$ cat src/rtl/srf_pkg.sv
// ----------------------------------------------------------------------------
// srf_pkg
// shared constants and types of the substring removal filter
// ----------------------------------------------------------------------------
package srf_pkg;

    localparam int MAX_PATTERN_DEF = 8;

    localparam int CFG_IDX_W  = 2;
    localparam int CFG_DATA_W = 64;
    localparam int CHAR_W     = 8;
    localparam int LEN_W      = 4;

    localparam logic [CFG_IDX_W-1:0] CFG_PATTERN_BYTES  = 2'd0;
    localparam logic [CFG_IDX_W-1:0] CFG_PATTERN_LENGTH = 2'd1;

    typedef enum logic [1:0] {
        CELL_HOLD,
        CELL_SHIFT,
        CELL_LOAD
    } srf_cell_op_t;

    typedef enum logic [2:0] {
        WIN_HOLD,
        WIN_SHIFT,
        WIN_APPEND,
        WIN_APPSHIFT
    } srf_win_mode_t;

    typedef struct packed {
        logic hold_eq;
        logic shift_eq;
        logic in_eq;
    } srf_cell_status_t;

endpackage

$ cat src/rtl/srf_if.sv
// ----------------------------------------------------------------------------
// srf_if
// text, result and configuration channels of the substring removal filter
// ----------------------------------------------------------------------------
interface srf_text_if;
    logic       valid;
    logic       ready;
    logic [7:0] char_in;
    logic       char_valid;
    logic       last_in;

    modport source (output valid, char_in, char_valid, last_in, input ready);
    modport sink (input valid, char_in, char_valid, last_in, output ready);
endinterface

interface srf_result_if;
    logic       valid;
    logic       ready;
    logic [7:0] char_out;
    logic       out_valid;
    logic       last_out;

    modport source (output valid, char_out, out_valid, last_out, input ready);
    modport sink (input valid, char_out, out_valid, last_out, output ready);
endinterface

interface srf_cfg_if;
    logic                          valid;
    logic                          ready;
    logic [srf_pkg::CFG_IDX_W-1:0]  index;
    logic [srf_pkg::CFG_DATA_W-1:0] data;

    modport source (output valid, index, data, input ready);
    modport sink (input valid, index, data, output ready);
endinterface

$ cat src/rtl/srf_cell.sv
// ----------------------------------------------------------------------------
// srf_cell
// one window byte: holds, takes its neighbor's byte or loads the text byte,
// and compares against its pattern byte
// ----------------------------------------------------------------------------
module srf_cell (
    input  logic                      clk,
    input  srf_pkg::srf_cell_op_t     op,
    input  logic [7:0]                in_char,
    input  logic [7:0]                next_char,
    input  logic [7:0]                pat_char,
    output logic [7:0]                cell_char,
    output srf_pkg::srf_cell_status_t status
);
    import srf_pkg::*;

    logic [7:0] char_reg;
    logic [7:0] char_next;

    always_comb
    begin
        unique case (op)
            CELL_HOLD:  char_next = char_reg;
            CELL_SHIFT: char_next = next_char;
            CELL_LOAD:  char_next = in_char;
            default:    char_next = char_reg;
        endcase
    end

    always_ff @(posedge clk)
    begin
        char_reg <= char_next;
    end

    assign cell_char       = char_reg;
    assign status.hold_eq  = (char_reg == pat_char);
    assign status.shift_eq = (next_char == pat_char);
    assign status.in_eq    = (in_char == pat_char);

endmodule

$ cat src/rtl/substring_removal_filter.sv
// ----------------------------------------------------------------------------
// substring_removal_filter: text is registered in the input stage, results in
// the result stage; one text byte and one result per cycle while the result
// port does not stall and no drain runs; end of text drains every window byte,
// up to MAX_PATTERN; a shortened pattern drains the excess bytes likewise
// reset clears pattern, window count and both handshake stages; no sweep
// ----------------------------------------------------------------------------
module substring_removal_filter #(
    parameter int MAX_PATTERN = srf_pkg::MAX_PATTERN_DEF
) (
    input  logic          clk,
    input  logic          rst_n,
    srf_text_if.sink      text,
    srf_result_if.source  result,
    srf_cfg_if.sink       cfg
);
    import srf_pkg::*;

    localparam int CNT_W = $clog2(MAX_PATTERN + 1);
    localparam int PAT_W = 8 * MAX_PATTERN;

    logic [PAT_W-1:0] pattern_bytes_reg;
    logic [LEN_W-1:0] pattern_length_reg;
    logic [CNT_W-1:0] eff_len;

    logic             item_valid_reg;
    logic [7:0]       item_char_reg;
    logic             item_cv_reg;
    logic             item_last_reg;

    logic             res_valid_reg;
    logic [7:0]       out_char_reg;
    logic             out_flag_reg;
    logic             out_last_reg;

    logic [CNT_W-1:0] cnt_reg;
    logic [CNT_W-1:0] cnt_next;

    logic             step;
    logic             emit;
    logic [7:0]       emit_char;
    logic             emit_flag;
    logic             emit_last;
    logic             consume;
    logic             to_flush;
    logic             accept;
    logic             m_ins;
    logic             m_shift;
    srf_win_mode_t    mode;

    srf_cell_op_t     cell_op [MAX_PATTERN];
    logic [7:0]       cell_char [MAX_PATTERN];
    srf_cell_status_t cell_stat [MAX_PATTERN];

    // configuration
    assign cfg.ready = 1'b1;

    always_ff @(posedge clk or negedge rst_n)
    begin
        if (!rst_n)
        begin
            pattern_bytes_reg  <= '0;
            pattern_length_reg <= '0;
        end
        else if (cfg.valid)
        begin
            if (cfg.index == CFG_PATTERN_BYTES)
            begin
                pattern_bytes_reg <= cfg.data[PAT_W-1:0];
            end
            else if (cfg.index == CFG_PATTERN_LENGTH)
            begin
                pattern_length_reg <= cfg.data[LEN_W-1:0];
            end
        end
    end

    assign eff_len = (pattern_length_reg > LEN_W'(MAX_PATTERN)) ?
                     CNT_W'(MAX_PATTERN) : CNT_W'(pattern_length_reg);

    // cell row
    genvar g;
    generate
        for (g = 0; g < MAX_PATTERN; g++)
        begin : g_cell
            logic [7:0] nb;
            if (g == MAX_PATTERN - 1)
            begin : g_end
                assign nb = 8'h00;
            end
            else
            begin : g_mid
                assign nb = cell_char[g+1];
            end

            srf_cell u_cell (
                .clk       (clk),
                .op        (cell_op[g]),
                .in_char   (item_char_reg),
                .next_char (nb),
                .pat_char  (pattern_bytes_reg[8*g +: 8]),
                .cell_char (cell_char[g]),
                .status    (cell_stat[g])
            );
        end
    endgenerate

    // window match against the pattern, with and without a shift
    always_comb
    begin
        m_ins   = 1'b1;
        m_shift = 1'b1;
        for (int i = 0; i < MAX_PATTERN; i++)
        begin
            if ((CNT_W+1)'(i) + (CNT_W+1)'(1) < {1'b0, eff_len})
            begin
                m_ins   = m_ins & cell_stat[i].hold_eq;
                m_shift = m_shift & cell_stat[i].shift_eq;
            end
            else if ((CNT_W+1)'(i) + (CNT_W+1)'(1) == {1'b0, eff_len})
            begin
                m_ins   = m_ins & cell_stat[i].in_eq;
                m_shift = m_shift & cell_stat[i].in_eq;
            end
        end
    end

    // step control
    assign step = item_valid_reg && (!res_valid_reg || result.ready);

    always_comb
    begin
        logic emitted;
        emit      = 1'b0;
        emit_char = cell_char[0];
        emit_flag = 1'b1;
        emit_last = 1'b0;
        consume   = 1'b0;
        to_flush  = 1'b0;
        mode      = WIN_HOLD;
        cnt_next  = cnt_reg;
        emitted   = 1'b0;

        if (step)
        begin
            if (item_cv_reg)
            begin
                if (eff_len == '0)
                begin
                    emit = 1'b1;
                    if (cnt_reg != '0)
                    begin
                        mode     = WIN_SHIFT;
                        cnt_next = cnt_reg - CNT_W'(1);
                    end
                    else
                    begin
                        emit_char = item_char_reg;
                        emit_last = item_last_reg;
                        consume   = 1'b1;
                    end
                end
                else if (cnt_reg >= eff_len)
                begin
                    // drain bytes beyond a shortened pattern
                    emit     = 1'b1;
                    mode     = WIN_SHIFT;
                    cnt_next = cnt_reg - CNT_W'(1);
                    if (cnt_reg == eff_len && item_last_reg && m_shift)
                    begin
                        emit_last = 1'b1;
                        cnt_next  = '0;
                        consume   = 1'b1;
                    end
                end
                else
                begin
                    if (cnt_reg + CNT_W'(1) == eff_len)
                    begin
                        if (m_ins)
                        begin
                            cnt_next = '0;
                        end
                        else
                        begin
                            emitted  = 1'b1;
                            mode     = WIN_APPSHIFT;
                            cnt_next = cnt_reg;
                            if (cnt_reg == '0)
                            begin
                                emit_char = item_char_reg;
                            end
                        end
                    end
                    else
                    begin
                        mode     = WIN_APPEND;
                        cnt_next = cnt_reg + CNT_W'(1);
                    end

                    emit = emitted;
                    if (!item_last_reg)
                    begin
                        consume = 1'b1;
                    end
                    else if (cnt_next != '0)
                    begin
                        to_flush = 1'b1;
                    end
                    else
                    begin
                        consume   = 1'b1;
                        emit      = 1'b1;
                        emit_last = 1'b1;
                        if (!emitted)
                        begin
                            emit_char = 8'h00;
                            emit_flag = 1'b0;
                        end
                    end
                end
            end
            else if (item_last_reg)
            begin
                emit      = 1'b1;
                emit_last = (cnt_reg <= CNT_W'(1));
                consume   = (cnt_reg <= CNT_W'(1));
                if (cnt_reg != '0)
                begin
                    mode     = WIN_SHIFT;
                    cnt_next = cnt_reg - CNT_W'(1);
                end
                else
                begin
                    emit_char = 8'h00;
                    emit_flag = 1'b0;
                end
            end
            else
            begin
                consume = 1'b1;
            end
        end
    end

    // per-cell operation
    always_comb
    begin
        for (int i = 0; i < MAX_PATTERN; i++)
        begin
            cell_op[i] = CELL_HOLD;
            unique case (mode)
                WIN_SHIFT:
                begin
                    cell_op[i] = CELL_SHIFT;
                end
                WIN_APPEND:
                begin
                    if ((CNT_W+1)'(i) == {1'b0, cnt_reg})
                    begin
                        cell_op[i] = CELL_LOAD;
                    end
                end
                WIN_APPSHIFT:
                begin
                    if ((CNT_W+1)'(i) + (CNT_W+1)'(1) < {1'b0, cnt_reg})
                    begin
                        cell_op[i] = CELL_SHIFT;
                    end
                    else if ((CNT_W+1)'(i) + (CNT_W+1)'(1) == {1'b0, cnt_reg})
                    begin
                        cell_op[i] = CELL_LOAD;
                    end
                end
                default:
                begin
                    cell_op[i] = CELL_HOLD;
                end
            endcase
        end
    end

    // input stage
    assign text.ready = !item_valid_reg || (step && consume);
    assign accept     = text.valid && text.ready;

    always_ff @(posedge clk or negedge rst_n)
    begin
        if (!rst_n)
        begin
            item_valid_reg <= 1'b0;
            res_valid_reg  <= 1'b0;
            cnt_reg        <= '0;
        end
        else
        begin
            if (accept)
            begin
                item_valid_reg <= 1'b1;
            end
            else if (step && consume)
            begin
                item_valid_reg <= 1'b0;
            end

            if (step && emit)
            begin
                res_valid_reg <= 1'b1;
            end
            else if (result.ready)
            begin
                res_valid_reg <= 1'b0;
            end

            cnt_reg <= cnt_next;
        end
    end

    always_ff @(posedge clk)
    begin
        if (accept)
        begin
            item_char_reg <= text.char_in;
            item_cv_reg   <= text.char_valid;
            item_last_reg <= text.last_in;
        end
        else if (to_flush)
        begin
            item_cv_reg <= 1'b0;
        end

        if (step && emit)
        begin
            out_char_reg <= emit_char;
            out_flag_reg <= emit_flag;
            out_last_reg <= emit_last;
        end
    end

    assign result.valid     = res_valid_reg;
    assign result.char_out  = out_char_reg;
    assign result.out_valid = out_flag_reg;
    assign result.last_out  = out_last_reg;

`ifndef SYNTHESIS
    a_cnt_bound: assert property (@(posedge clk) disable iff (!rst_n)
        cnt_reg <= CNT_W'(MAX_PATTERN))
        else $error("window count beyond pattern maximum");

    a_marker_last: assert property (@(posedge clk) disable iff (!rst_n)
        res_valid_reg && !out_flag_reg |-> out_last_reg)
        else $error("end marker without last");

    a_last_empties: assert property (@(posedge clk) disable iff (!rst_n)
        step && emit && emit_last |=> cnt_reg == '0)
        else $error("window not empty after last result");

    a_end_gives_last: assert property (@(posedge clk) disable iff (!rst_n)
        step && consume && item_last_reg |-> emit && emit_last)
        else $error("end of text retired without last result");
`endif

endmodule

$ cat src/flat_wrapper.sv
// flat-port wrapper written by rule: the top's interface ports become plain ports
module substring_removal_filter_flat import srf_pkg::*;
#(
    parameter int MAX_PATTERN = srf_pkg::MAX_PATTERN_DEF
)
  (clk, rst_n, text_valid, text_char_in, text_char_valid, text_last_in, text_ready, result_valid, result_char_out, result_out_valid, result_last_out, result_ready, cfg_valid, cfg_index, cfg_data, cfg_ready);
  srf_text_if text_i ();
  srf_result_if result_i ();
  srf_cfg_if cfg_i ();
  input  logic clk;
  input  logic rst_n;
  input wire logic [$bits(text_i.valid)-1:0] text_valid;
  input wire logic [$bits(text_i.char_in)-1:0] text_char_in;
  input wire logic [$bits(text_i.char_valid)-1:0] text_char_valid;
  input wire logic [$bits(text_i.last_in)-1:0] text_last_in;
  output wire logic [$bits(text_i.ready)-1:0] text_ready;
  output wire logic [$bits(result_i.valid)-1:0] result_valid;
  output wire logic [$bits(result_i.char_out)-1:0] result_char_out;
  output wire logic [$bits(result_i.out_valid)-1:0] result_out_valid;
  output wire logic [$bits(result_i.last_out)-1:0] result_last_out;
  input wire logic [$bits(result_i.ready)-1:0] result_ready;
  input wire logic [$bits(cfg_i.valid)-1:0] cfg_valid;
  input wire logic [$bits(cfg_i.index)-1:0] cfg_index;
  input wire logic [$bits(cfg_i.data)-1:0] cfg_data;
  output wire logic [$bits(cfg_i.ready)-1:0] cfg_ready;
  assign text_i.valid = text_valid;
  assign text_i.char_in = text_char_in;
  assign text_i.char_valid = text_char_valid;
  assign text_i.last_in = text_last_in;
  assign text_ready = text_i.ready;
  assign result_valid = result_i.valid;
  assign result_char_out = result_i.char_out;
  assign result_out_valid = result_i.out_valid;
  assign result_last_out = result_i.last_out;
  assign result_i.ready = result_ready;
  assign cfg_i.valid = cfg_valid;
  assign cfg_i.index = cfg_index;
  assign cfg_i.data = cfg_data;
  assign cfg_ready = cfg_i.ready;
  substring_removal_filter #(.MAX_PATTERN(MAX_PATTERN)) u_core (.clk(clk), .rst_n(rst_n), .text(text_i), .result(result_i), .cfg(cfg_i));
endmodule
$ cat config.mk
export PLATFORM = sky130hd
export DESIGN_NAME = substring_removal_filter_flat
export DESIGN_NICKNAME = d
export VERILOG_FILES = /design/src/rtl/srf_pkg.sv /design/src/rtl/srf_if.sv /design/src/rtl/srf_cell.sv /design/src/rtl/substring_removal_filter.sv /design/src/flat_wrapper.sv
export SDC_FILE = /design/constraint.sdc
export NUM_CORES = 1
export LEC_CHECK = 0
export ABC_AREA = 1
export BUFFER_PORTS_ARGS = -buffer_cell sky130_fd_sc_hd__buf_2
export CAP_MARGIN = 20
export CORE_AREA = 2 2 244 174
export DETAILED_ROUTE_END_ITERATION = 10
export DIE_AREA = 0 0 246 176
export PLACE_DENSITY = 0.5
export RECOVER_POWER = 50
export SETUP_SLACK_MARGIN = 0.05
export SYNTH_ARGS = -nofsm -noshare
export SYNTH_HDL_FRONTEND = slang
export SYNTH_SLANG_ARGS = --single-unit
export TNS_END_PERCENT = 100
$ cat constraint.sdc
create_clock -name clk -period 4.8 [get_ports clk]
set_input_delay 0.48 -clock clk [delete_from_list [all_inputs] [get_ports clk]]
set_output_delay 0.48 -clock clk [all_outputs]
set_load 0.02 [all_outputs]
==> summary.txt <==
Setup path
  • FF-to-FF setup slack: 0.64 ns
  • Crit Reg-Reg Startpoint: u_core.item_char_reg[7]
  • Worst setup EP type: flop
  • R2R Path End: u_core.g_cell[4].u_cell.cell_char[6]
  • Worst reg-to-reg path cell count: 18
  • CP Launch Type: flop
  • CP max FO: 16
  • Worst EP arrival: 4.35 ns
  • Critical Path RT: between 4 and 5 ns
  • Crit path kind: reg2reg
  • Critical Path Source: u_core.item_char_reg[7]
  • Crit path to: u_core.g_cell[4].u_cell.cell_char[6]

Global routing
  • Gr ovfl total: 0
  • Vias in the first global route: 8724
  • Gr busiest metal: met2
  • Met3 Track Usage GR: 0.0334
  • Antenna violations before repair: 1
  • Met2 usage: 0.240
  • Largest net degree at the start of global routing: 58
  • Met1 Use GR: 0.235
  • First-pass GRT wire length: roughly 52000 µm
  • GRT Util Overall: 0.161

CTS
  • CTS tree: yes
  • Cts hold-fix bufs: 0
  • Clk root buf: clkbuf_16
  • Sink Count: approximately 160
  • H-tree levels: 4
  • Postcts setup bufs: 0
  • CTS resizes: 0
  • Clock Latency Late Sink: 0.46 ns
  • Worst-path clk slew: roughly 0.070 ns
  • Clock buffer depth: 2
  • Clock buffer count from CTS: 17

Final layout
  • Diode count: 0
  • Share of cells above drive strength 1: 0.150
  • Fin area: 11800 µm²
  • # nets final: approximately 1500
  • Commonest non-fill, non-tap cells in the layout: nand2_1, inv_1, nor2_1
  • Layout area overhead: 15.8%
  • Most common cell after layout, fill and taps aside: nand2_1
  • Fillers: 4424
  • Finished Layout Cells: 1941

Timing
  • Max Slew Vio Count: 178
  • Hold_ws: ~0.19 ns
  • Max transition margin: -0.872
  • Period utilisation layout: 0.866
  • Setup Skew: about 0.015 ns
  • Slew @ Worst Pin: around 2.8 ns
  • Fmax: 240 MHz
  • RSZ-0062 raised after global routing: no
  • TNS Setup: 0 ns
  • Final worst path period need: around 4.2 ns
  • # setup viols final: 0
  • Final Hold Fails: 0

Place
  • Global placer's final weighted congestion: 0.911
  • Post-Place Cells: 1909
  • Port Buffer Count: 92
  • Dpl hpwl: 25900 µm
  • Placed inst area: 11200 µm²

Min path
  • Hold/Removal Path Class: in2reg
  • Hold Path Origin: text_char_in[1]

Logic synthesis
  • Ys flop type: edfxtp_1
  • Area contributors post-synth: edfxtp_1, dfrtp_1, nand2_1, xnor2_1, inv_1
  • Count of cell types in the netlist: 48
  • Syn nets: ~1400
  • Mapped cell area: 10100 µm²
  • Flop and latch count out of synthesis: approximately 160
  • Share of the synthesized area in the top cell type: 0.249
  • Area leader, netlist: edfxtp_1
  • Ys Warns: 0
  • Post-Syn Instances: approximately 1300
  • Asr flop ratio synth: 0.468
  • Synth Area per Inst: about 7.8 µm²
  • Post-synth EDFFs: 84
  • Post-synthesis sequential area ratio: 0.431

Floorplanning
  • # IOs: 94
  • Die height: 176 µm
  • Die area: 43300 µm²
  • FP Rows: 62
  • Chip width: 246 µm
  • Starting Density: 0.249
  • Core area: 40700 µm²

Flow run
  • Max cap viols: 4

Power and ir drop
  • Power Dens Cells: 621 nW/µm²
  • LEAKAGE: 0.00522 µW
  • Worst VDD drop: 296 µV

Detailed routing
  • Vias per inst: approximately 4.6
  • DRC: 0
  • Initial drt markers: 725
  • WL/cell: about 17 µm
  • Total Routed Length: 33600 µm
  • Vias: 8907
  • DRT Pass-1 Iters: 5
  • Routed Antenna Nets: 0

Run status
  • Failing checks: capacitance limit, slew limit
  • Status: finished with violations
## worst max-delay path, cell delays in order (launching register included)
cell and delay (ns):
edfxtp_1 1.03, inv_2 0.30, nand2_1 0.13, nand4_1 0.10, nor2_1 0.09, nand2_1 0.11, nand2_1 0.11, nand3_2 0.12
nor2_4 0.15, nand3_4 0.11, nand2_1 0.12, inv_2 0.10, nor3_2 0.14, nand2_1 0.08, nand2_2 0.13, inv_1 0.14
o21ai_0 0.15, ha_1 0.57, o21ai_0 0.18
## stage by stage
step           total power, µW  worst slack [ns]  utilization
6_report                  7300             0.641        0.289
5_1_grt                   7890             0.200        0.289
4_1_cts                   7320             0.649        0.290
3_5_place_dp              5880             0.639        0.275
3_3_place_gp              5860             0.723        0.275
2_1_floorplan             4870              1.59            -
## how the worst min path moves through the flow
| stage | end | slack (ns) | depth (start not counted) |
|---|---|---|---|
| detailed placement | u_core.pattern_bytes_reg[60] | 0.52 | 1 |
| CTS | u_core.pattern_bytes_reg[12] | 0.07 | 1 |
| floorplan | u_core.cnt_reg[0] | 0.18 | 0 |
| global placement | u_core.pattern_bytes_reg[58] | 0.51 | 1 |
| finish | u_core.item_char_reg[1] | 0.19 | 1 |
| global route | u_core.item_last_reg | 0.17 | 1 |
## metal layers
| layer | share of wire | up-vias | wire length (µm) |
|---|---|---|---|
| met5 | 0.00039 | - | 13 |
| met4 | 0.015 | 2 | 502 |
| met3 | 0.068 | 34 | 2290 |
| met2 | 0.43 | 298 | 14400 |
| met1 | 0.49 | 4223 | 16400 |
| li1 | - | 4350 | - |
## Yosys cell counts, types with 6 or more instances
cell and n:
nand4_1 22, o22ai_1 6, dfrtp_1 74, nor2_2 7
nor3_1 8, edfxtp_1 84, o21ai_0 67, inv_1 138
nor2_1 132, ha_1 16, buf_6 12, nand2_1 374
a21oi_1 84, nand3_1 37, o21ai_1 7, inv_2 21
mux2_2 30, clkbuf_1 22, xnor2_1 81, xor2_1 15
nand2_2 8
## cell families after synthesis
logic type,count (synthesis),synth area share
AO/OA/AOI/OAI,184,0.0979
XOR/XNOR,97,0.0844
adder cells (fa/ha/maj),16,0.0197
buffers and inverters,201,0.0844
flip-flops,158,0.431
multiplexers,30,0.0333
other,1,0.000369
AND/OR/NAND/NOR,607,0.249
## where the power goes
group	switching [µW]	leakage [µW]	internal, µW
sequential	649	0.00164	2140
clock	608	0.000286	814
combinational	1970	0.00329	1110
total	3230	0.00522	4070
## layout make-up
class                      count  area (µm²)  share of cell area
multi-input combinational    935        4920               0.418
sequential                   158        4370               0.372
tap                          544         681              0.0579
inverter                     161         604              0.0514
timing repair buffer         111         578              0.0492
clock buffer                  21         472              0.0401
clock inverter                11         129              0.0110
(Power assumes the default switching activity.)
